===== src/rtl/array_linked_sorted_list_core_assert.svh =====
// Assertion macros shared by the sorted list core RTL.
// Included by modules that carry concurrent assertions; no other dependencies.
`ifndef ARRAY_LINKED_SORTED_LIST_CORE_ASSERT_SVH
`define ARRAY_LINKED_SORTED_LIST_CORE_ASSERT_SVH

// same-cycle implication
`define ALSL_ASSERT_NOW(label, clk, rst, ante, cons) \
   label: assert property (@(posedge clk) disable iff (rst) (ante) |-> (cons)) \
      else $error("alsl assertion failed");

// next-cycle implication
`define ALSL_ASSERT_NEXT(label, clk, rst, ante, cons) \
   label: assert property (@(posedge clk) disable iff (rst) (ante) |=> (cons)) \
      else $error("alsl assertion failed");

`endif


===== src/rtl/alsl_pkg.sv =====
// Package for the sorted linked list core: sizes, codes and inter-module structs.
// No dependencies; imported by every module of the block.
`timescale 1ns / 1ps
package alsl_pkg;

   localparam int NODES  = 1024;
   localparam int IDX_W  = $clog2(NODES + 1);
   localparam int ADDR_W = $clog2(NODES);
   localparam int VAL_W  = 32;

   localparam logic [IDX_W-1:0] NODES_IDX = IDX_W'(NODES);

   localparam logic REQ_INSERT = 1'b0;
   localparam logic REQ_FIND   = 1'b1;

   localparam logic [1:0] ST_DONE      = 2'd0;
   localparam logic [1:0] ST_NOT_FOUND = 2'd1;
   localparam logic [1:0] ST_FULL      = 2'd2;

   typedef struct packed {
      logic              val_we;
      logic [ADDR_W-1:0] val_addr;
      logic [VAL_W-1:0]  value;
      logic              lnk_we;
      logic [ADDR_W-1:0] lnk_addr;
      logic [IDX_W-1:0]  link;
   } mem_wr_type;

   typedef struct packed {
      logic             valid;
      logic [IDX_W-1:0] node_index;
      logic [1:0]       status;
   } result_type;

   // node n (1..NODES) lives at memory address n-1
   function automatic logic [ADDR_W-1:0] node_addr(input logic [IDX_W-1:0] n);
      logic [IDX_W-1:0] m;
      m = n - IDX_W'(1);
      return m[ADDR_W-1:0];
   endfunction

endpackage


===== src/rtl/alsl_seq.sv =====
// Sequencer for list walks: head/count state, shared key compare, memory control.
// Depends on alsl_pkg and array_linked_sorted_list_core_assert.svh.
`timescale 1ns / 1ps
`include "array_linked_sorted_list_core_assert.svh"
module alsl_seq
   import alsl_pkg::*;
(
   input  logic                    clock,
   input  logic                    reset,
   input  logic                    start,
   input  logic                    req_type,
   input  logic signed [VAL_W-1:0] req_value,
   input  logic                    sorted_mode,
   output logic                    busy,
   output result_type              done,
   output mem_wr_type              mem_wr,
   output logic [ADDR_W-1:0]       rd_addr,
   input  logic signed [VAL_W-1:0] rd_value,
   input  logic [IDX_W-1:0]        rd_link
);

   typedef enum logic [3:0] {
      S_IDLE     = 4'b0001,
      S_FIND     = 4'b0010,
      S_INS_WALK = 4'b0100,
      S_SPLICE   = 4'b1000
   } state_type;

   state_type               state_ff, state_in;
   logic [IDX_W-1:0]        head_ff, head_in;
   logic [IDX_W-1:0]        count_ff, count_in;
   logic [IDX_W-1:0]        node_ff, node_in;
   logic [IDX_W-1:0]        prev_ff, prev_in;
   logic signed [VAL_W-1:0] key_ff, key_in;
   logic [IDX_W-1:0]        fresh;
   logic                    val_eq;
   logic                    val_ge;

   // shared compare unit, fed by the node just read
   assign val_eq = (rd_value == key_ff);
   assign val_ge = (rd_value >= key_ff);
   assign fresh  = count_ff + IDX_W'(1);
   assign busy   = (state_ff != S_IDLE);

   always_comb begin
      state_in = state_ff;
      head_in  = head_ff;
      count_in = count_ff;
      node_in  = node_ff;
      prev_in  = prev_ff;
      key_in   = key_ff;
      mem_wr   = '0;
      rd_addr  = node_addr(head_ff);
      done     = '0;
      case (state_ff)
         S_IDLE: begin
            if (start) begin
               key_in  = req_value;
               node_in = head_ff;
               prev_in = '0;
               if (req_type == REQ_FIND) begin
                  if (head_ff == '0) begin
                     done.valid  = 1'b1;
                     done.status = ST_NOT_FOUND;
                  end else begin
                     state_in = S_FIND;
                  end
               end else if (count_ff == NODES_IDX) begin
                  done.valid  = 1'b1;
                  done.status = ST_FULL;
               end else begin
                  mem_wr.val_we   = 1'b1;
                  mem_wr.val_addr = count_ff[ADDR_W-1:0];
                  mem_wr.value    = req_value;
                  if (!sorted_mode || count_ff == '0) begin
                     mem_wr.lnk_we   = 1'b1;
                     mem_wr.lnk_addr = count_ff[ADDR_W-1:0];
                     mem_wr.link     = head_ff;
                     state_in        = S_SPLICE;
                  end else begin
                     state_in = S_INS_WALK;
                  end
               end
            end
         end
         S_FIND: begin
            if (val_eq) begin
               done.valid      = 1'b1;
               done.node_index = node_ff;
               done.status     = ST_DONE;
               state_in        = S_IDLE;
            end else if (rd_link == '0) begin
               done.valid  = 1'b1;
               done.status = ST_NOT_FOUND;
               state_in    = S_IDLE;
            end else begin
               node_in = rd_link;
               rd_addr = node_addr(rd_link);
            end
         end
         S_INS_WALK: begin
            if (val_ge) begin
               mem_wr.lnk_we   = 1'b1;
               mem_wr.lnk_addr = count_ff[ADDR_W-1:0];
               mem_wr.link     = node_ff;
               state_in        = S_SPLICE;
            end else if (rd_link == '0) begin
               mem_wr.lnk_we   = 1'b1;
               mem_wr.lnk_addr = count_ff[ADDR_W-1:0];
               mem_wr.link     = '0;
               prev_in         = node_ff;
               state_in        = S_SPLICE;
            end else begin
               prev_in = node_ff;
               node_in = rd_link;
               rd_addr = node_addr(rd_link);
            end
         end
         S_SPLICE: begin
            if (prev_ff == '0) begin
               head_in = fresh;
            end else begin
               mem_wr.lnk_we   = 1'b1;
               mem_wr.lnk_addr = node_addr(prev_ff);
               mem_wr.link     = fresh;
            end
            count_in        = fresh;
            done.valid      = 1'b1;
            done.node_index = fresh;
            done.status     = ST_DONE;
            state_in        = S_IDLE;
         end
         default: begin
            state_in = S_IDLE;
         end
      endcase
   end

   always_ff @(posedge clock) begin
      if (reset) begin
         state_ff <= S_IDLE;
         head_ff  <= '0;
         count_ff <= '0;
      end else begin
         state_ff <= state_in;
         head_ff  <= head_in;
         count_ff <= count_in;
      end
   end

   always_ff @(posedge clock) begin
      node_ff <= node_in;
      prev_ff <= prev_in;
      key_ff  <= key_in;
   end

   `ALSL_ASSERT_NOW(a_count_bound, clock, reset, 1'b1, count_ff <= NODES_IDX)
   `ALSL_ASSERT_NOW(a_empty_head, clock, reset, 1'b1, (count_ff == '0) == (head_ff == '0))
   `ALSL_ASSERT_NEXT(a_splice_commit, clock, reset, state_ff == S_SPLICE, (count_ff == $past(count_ff) + IDX_W'(1)) && (state_ff == S_IDLE))

endmodule

===== config.mk =====
export PLATFORM = sky130hd
export DESIGN_NAME = alsl_seq
export DESIGN_NICKNAME = d
export VERILOG_FILES = /design/src/rtl/alsl_pkg.sv /design/src/rtl/alsl_seq.sv
export VERILOG_INCLUDE_DIRS = /design/src /design/src/rtl
export SDC_FILE = /design/constraint.sdc
export NUM_CORES = 1
export LEC_CHECK = 0
export BUFFER_PORTS_ARGS = -buffer_cell sky130_fd_sc_hd__buf_4
export CAP_MARGIN = 20
export CORE_ASPECT_RATIO = 0.5
export CORE_MARGIN = 8
export CORE_UTILIZATION = 53
export CTS_BUF_LIST = sky130_fd_sc_hd__clkbuf_4 sky130_fd_sc_hd__clkbuf_8
export DETAILED_ROUTE_END_ITERATION = 16
export PLACE_DENSITY = 0.83
export SYNTH_ARGS = -nofsm -noshare
export SYNTH_HDL_FRONTEND = slang
export SYNTH_SLANG_ARGS = --single-unit

===== constraint.sdc =====
create_clock -name clock -period 4.45 [get_ports clock]
set_input_delay 0.6675 -clock clock [delete_from_list [all_inputs] [get_ports clock]]
set_output_delay 0.6675 -clock clock [all_outputs]
set_load 0.02 [all_outputs]

# Word level (Yosys, flattened, before mapping)
# Index checks and enable logic that the tools add are counted.
# classes
reduce_logical,13
n_mux,47
n_eq_ne,14
n_addsub,4
order_cmp,1
# op_table
cell,n
$mux 65,3
$mux 22,4
$mux 11,7
$pmux 22 s3,1
$logic_not 11->1,4
$pmux 11 s2,2
$mux 43,1
$mux 4,9
$pmux 11 s3,1
$eq 32x32->1,1
$ge 32x32->1,1
$mux 10,3
$sub 10x1->10 const B,3
$pmux 10 s2,1
$ne 3x3->1 const B,4
$pmux 4 s3,1
$add 11x1->11 const B,1
$eq 11x11->1 const B,1
$mux 1,9
$mux 2,3
$ne 2x2->1 const B,3
$reduce_and 5->1,1
$eq 4x1->1 const B,1
$eq 4x2->1 const B,1
12 further kinds,13
# word_totals
regBits,80
elab_cells,85
in_bits,80
output_inout_bits,90

# Longest topological paths before layout
# Gate-level depths: netlist of run 1.
# logic_depth
ltp_word,7
mapped_depth,10
depth_no_buf,9

# Worst setup path before layout of run 1
# No wires, ideal clock.
# synth_timing
kind,input -> output
startpoint,in rd_link[0]
endpoint,out rd_addr[0]
path_slack_ns,1.059
cell_stages,9
t_arrival_ns,2.724
required_time_ns,3.783
path_buffers,0
path_cell_list,inv_1 ha_1 or3b_1 or2_1 or4_1 nand2_1 nor2_2 nand2_4 mux2i_1
# synth_between
elab_chain_cells,4
word_cells_on_any_way,6
cone_classes,add/sub (1); mux (4); reduce/logical (1)
# synth_lines
item,line,rtl
"start, declared",alsl_seq.sv:19,input logic [IDX_W-1:0] rd_link
$sub 10x1->10 or $logic_not 11->1 (tied branches),"alsl_pkg.sv:38, alsl_seq.sv:92, alsl_seq.sv:107",
$mux 10 *,"alsl_seq.sv:92, alsl_seq.sv:107",
"$mux 10, on equally long branches","alsl_seq.sv:102, alsl_seq.sv:87",
$pmux 10 s2 *,alsl_seq.sv:55,case (state_ff)
"end, declared",alsl_seq.sv:17,"output logic [ADDR_W-1:0] rd_addr,"
# Mark *: on every way between the ends. The rest lies on a longest branch, timed or not.

==> run summary, run 1 <==
outcome: completed
number of buffers created by CTS: 9
Main synth FF type: edfxtp_1
Antenna diodes: 0
Gate power share: 0.204
critical path launch point type: input port
Cell Area, Placed: 6751 um^2
post-route ant nets: 0
Seq pwr share: 0.483
Root Driver: clkbuf_8
clk_lat worst skew: 350 ps
hold-fix buffers at CTS: 0
Clock Pin Slew Worst Setup and Hold Paths: 80 ps
multi-input logic area: 2892 um^2
Int Pwr: 1337 uW
met2 wire len: 7764 um
PwrDens: 265.1 nW/um^2
H-tree depth: 3
RSZ-0062 raised after global routing: false
Worst VDD drop: 145.4 uV
DRC: 0
post-synthesis sequential area ratio: 0.3999
final setup vio count: 0
most common cell after layout, fill and taps aside: buf_4
iteration count of the initial detailed-routing pass: 5
Post-synth ARST share: 0
Top Metal Used: met4
Synth Area per Inst: 8.972 um^2
vias in the first global route: 5012
Post-Syn Area: 5356 um^2
HPWL Detailed: 12160 um
worst rel slew slack: 0.4056
most frequent cells in the layout: buf_4 (179), nor2_1 (64), inv_1 (54), edfxtp_1 (54), nand2_1 (48)
clk buf depth: 2
PnR Total Power: 1847 uW
max-cap violations: 0
Die Width: 158.2 um
Final nets: 877
sum of negative setup slack: 0 ps
CP Cell Sequence: buf_4 > ha_1 > nand4_1 > nor3_1 > a221oi_2 > nand3_1 > o31a_1 > o21ai_1 > o21ai_1 > buf_4
post-route cell area: 6969 um^2
Worst EP required: 3780 ps
final hold vios: 0
filler cell count: 833
HP Class: in2reg
Leakage: 0.003156 uW
family with the most delay on the worst path: compound AO/OA/AOI/OAI gates
Setup Buffers After CTS: 0
net switching power figure: 510.3 uW
synth warn: 0
ranking of synthesized cells by area: edfxtp_1 (30%), dfxtp_1 (9.7%), ha_1 (8.6%)
switch share: 0.2763
FP Rows: 26
Fmax: 249.5 MHz
CORE AREA: 10020 um^2
Post-synth EDFFs: 54
drt wl/cell: 17.27 um
synthesized instance count: 597
Arrival @ worst endpoint: 3340 ps
WS Path Type: in2out
total track usage: 0.2225
buffers plus inverters on the worst setup path: 2
RD Place Congestion: 0.9132
post-synthesis register bit count: 80
WL final: 15630 um
clock skew: 10.45 ps
worst slew pin tran: 885.7 ps
Met3 Wirelength: 1084 um
Synth Net Count: 714
clock sink count: 80
Largest stage delay, worst path: 710 ps
die height: 87.09 um
largest net degree at the start of global routing: 37
share of cells above drive strength 1: 0.2719
cell count after placement: 888
crit path max fanout: 11
Die ar.: 13770 um^2
minimum clock period: 4008 ps
fin util: 0.6956
initial antenna violation count: 0
top cell type's share of synthesized area: 0.3027
fin. max-slew vios: 0
Critical Path End Type: primary output
slowest CP cell: o21ai_1
Final period util: 0.9006
Met1 Wirelength: 6568 um
CTS tree: yes
Initial Util: 0.5346
Overflow after GRT: 0
largest area contributor in the netlist: edfxtp_1
DR iter-0 viols: 361
global-route wire length before repair: 24650 um
routed vias: 5066
Yosys cell types: 57
port bufs: 169
PostCTS Resize Cnt: 0
Reg area: 2142 um^2
Clk pwr share: 0.314
# IOs: 170
Area growth syn-to-layout: 30.11%
Final Non-Filler Cells: 905
vias per cell: 5.598
-- area by class of cell --
class | count | share of cell area
inverters | 55 | 0.02962
well taps | 140 | 0.02513
flip-flops and latches | 80 | 0.3074
multi-input cells | 435 | 0.4149
repair buffers | 179 | 0.1928
clock buffers | 9 | 0.01777
clock inverters | 7 | 0.01239
-- through the flow --
stage                     setup WS, ps  hold WS [ps]
after global placement           612.0         498.4
after CTS                        493.6         479.0
after detailed placement         514.6         512.8
final                            442.4         494.0
after global routing             258.9         473.1
after floorplan                   1059         478.6
-- power groups by stage --
stage                     Combinational, uW  Clock, uW  Sequential (uW)
after floorplan                         218          0              897
final                                   376        579              892
after CTS                               377        587              891
after global routing                    415        624              897
after global placement                  361          0              904
after detailed placement                375          0              908
-- path summary, 6_finish.rpt --
kind,endpoint,cells past startpoint,slack [ps],from
max reg2reg,head_ff[9],8,1470,prev_ff[0]
min,key_ff[24],1,490,req_value[24]
max,mem_wr[11],10,440,rd_value[31]
min reg2reg,count_ff[1],2,530,count_ff[1]
-- registers in the layout (all words and copies together), names as in the netlist --
register and count:
node_ff 11, head_ff 11, prev_ff 11, state_ff 4, count_ff 11, key_ff 32
-- kinds of logic (layout without fill, tap and decap cells) --
family                     count (synthesis)  count (layout)  share of synthesized area
AOI/OAI and AO/OA                        112             112                     0.1364
and+or+nand+nor                          237             237                     0.2317
xor gates and xnor gates                  35              35                    0.05723
buffers and inverters                     82             250                    0.06026
muxes                                     14              14                    0.02803
DFF                                       80              80                     0.3999
adders and majority gates                 37              37                    0.08643
-- per-layer routing --
metal  GRT usage  vias up
met5           0        -
met4     0.06287        0
met3     0.03960       28
met2      0.4015      208
met1      0.2676     2371
li1            -     2459
-- cell usage after synthesis (3+ instances only) --
cell      count
a21oi_1      32
and3_1       37
buf_2         6
nor2_1       64
o21ai_1      12
xor2_1        6
and2_1       13
a221o_1      11
mux2i_1       6
ha_1         37
o31ai_1       4
inv_1        54
nand2_1      48
o21ai_0      22
xnor2_1      29
nor3_1       16
nand2b_1      4
edfxtp_1     54
nand3b_1      3
mux2_1        3
clkbuf_1     19
mux2_2        5
or3_1         4
nor4_1        8
nand4_1       9
nand3_1      12
a211oi_1     12
dfxtp_1      26
a22oi_1       4
Note: power is estimated with default switching activity, not from simulation.
==> inputs of run 2 (changes only) <==
CORE_UTILIZATION = 45   (was 53)
GPL_TIMING_DRIVEN = 0   (was default)
PLACE_DENSITY = 0.72   (was 0.83)
clock period = 4.3 ns   (was 4.45 ns; I/O delays follow)
==> run 2 against run 1 <==
Against the previous run: global-route usage down 2.4 points; non-clock buffer count grew 19; register-to-register slack worse by 360 ps; hold slack worse by 30 ps; largest cell class unchanged; sequential power increased by 3.0%; critical endpoint is now mem_wr[8]; critical path type is now reg2out; combinational power increased by 6.6%; first-iteration DRC count fell by 11%; die area grew 15%.
==> run summary, run 2 (synthesis results as in run 1) <==
Largest stage delay, worst path: 720 ps
worst rel slew slack: 0.3160
RSZ-0062 raised after global routing: false
fin. max-slew vios: 0
critical path launch point type: register
clk buf depth: 2
final hold vios: 0
global-route wire length before repair: 25300 um
Critical Path End Type: primary output
Final period util: 0.8982
CTS tree: yes
sum of negative setup slack: 0 ps
PostCTS Resize Cnt: 0
Worst EP required: 3650 ps
WL final: 16060 um
Setup Buffers After CTS: 0
Reg with most FFs: key_ff
R2R cell count: 9
CP Depth: 10
buffers plus inverters on the worst setup path: 3
clock skew: 15.37 ps
Overflow after GRT: 0
slowest CP cell: nor4b_1
fin util: 0.6019
Area growth syn-to-layout: 31.49%
max-cap violations: 0
Worst VDD drop: 151.9 uV
Initial Util: 0.4578
DRC: 0
Antenna diodes: 0
hold path depth: 1
GR Util met1: 0.2480
family with the most delay on the worst path: simple AND/OR/NAND/NOR gates
GR peak layer: met2
final setup vio count: 0
vias in the first global route: 4974
hold-fix buffers at CTS: 0
Cell Area, Placed: 6869 um^2
routed vias: 5015
H-tree depth: 3
iteration count of the initial detailed-routing pass: 5
met3 Usage GRT: 0.05296
largest net degree at the start of global routing: 22
GR Util met2: 0.3333
CP Cell Sequence: inv_1 > ha_1 > nand2b_1 > or3_1 > nor4b_1 > nand2b_1 > buf_2 > nor2_1 > a221o_1 > buf_4
crit path max fanout: 10
clk_lat worst skew: 360 ps
drt wl/cell: 16.92 um
most frequent cells in the layout: buf_4 (169), nor2_1 (64), inv_1 (54), edfxtp_1 (54), nand2_1 (48)
post-route cell area: 7043 um^2
clock sink count: 80
FP Rows: 28
most frequent CP cell: nand2b_1
Die ar.: 15860 um^2
# IOs: 170
Die Width: 170.3 um
share of cells above drive strength 1: 0.2653
port bufs: 168
RD Place Congestion: 0.9014
Fmax: 258.9 MHz
total track usage: 0.1986
vias per cell: 5.285
Clock Pin Slew Worst Setup and Hold Paths: 80 ps
PwrDens: 258.1 nW/um^2
CORE AREA: 11700 um^2
most common cell after layout, fill and taps aside: buf_4
HPWL Detailed: 13200 um
HP Class: in2reg
Leakage: 0.003162 uW
outcome: completed
post-route ant nets: 0
Final nets: 896
Root Driver: clkbuf_8
max FFs per register: 32
initial antenna violation count: 0
WS Path Type: reg2out
minimum clock period: 3862 ps
worst slew pin tran: 1023 ps
die height: 93.15 um
Arrival @ worst endpoint: 3220 ps
number of buffers created by CTS: 9
DR iter-0 viols: 322
-- run 2: cell types whose count changed in the layout (fill, tap and decap cells not counted), sizes merged --
cell and change:
clkinv -1, bufinv -2, clkbuf +22
-- run 2: layer usage --
| layer | vias up | wire [um] | share of wire |
|---|---|---|---|
| met3 | 29 | 1039 | 0.065 |
| met2 | 153 | 7481 | 0.47 |
| met1 | 2329 | 7203 | 0.45 |
| met5 | - | 0 | 0 |
| li1 | 2504 | - | - |
| met4 | 0 | 333 | 0.021 |
-- run 2: final timing paths --
path            startpoint           to  slack (ps)
max reg2reg     key_ff[31]   node_ff[2]        1110
max             prev_ff[0]    mem_wr[8]         440
min          req_value[27]   key_ff[27]         460
min reg2reg    count_ff[1]  count_ff[1]         530
-- run 2: area by class of cell --
class	instances	area (um^2)
fillers	1096	4658
well taps	165	206.4
clock inverters	4	21.27
flip-flops and latches	80	2142
repair buffers	171	1301
inverters	55	206.4
multi-input cells	435	2897
plain buffers	27	116.4
clock buffers	12	152.6
-- run 2: worst register-to-register path: stages, from the launching register on --
cell and delay, ps:
edfxtp_1 360, inv_1 70, ha_1 270, nand4_1 180, nor3_1 90, a221oi_2 260
nand3_1 170, o31a_1 390, a221oi_1 790, buf_2 330
-- run 2: metrics by stage --
stage          power (uW)  setup slack [ps]  hold WS, ps  instances
4_1_cts              1836             431.0        443.4        949
6_report             1818             437.6        464.4        949
2_1_floorplan        1154             953.8        478.6        597
3_3_place_gp         1316             362.1        497.8        930
3_5_place_dp         1339             510.4        511.4        933
5_1_grt              1909             271.8        440.5        949
-- run 2: power by group --
| group | leakage (uW) | total, uW | switching [uW] | internal (uW) |
|---|---|---|---|---|
| logic | 0.00234 | 401 | 223 | 178 |
| registers | 0.000736 | 919 | 29.8 | 889 |
| clock network | 0.0000906 | 497 | 262 | 235 |
| total | 0.00316 | 1820 | 516 | 1300 |
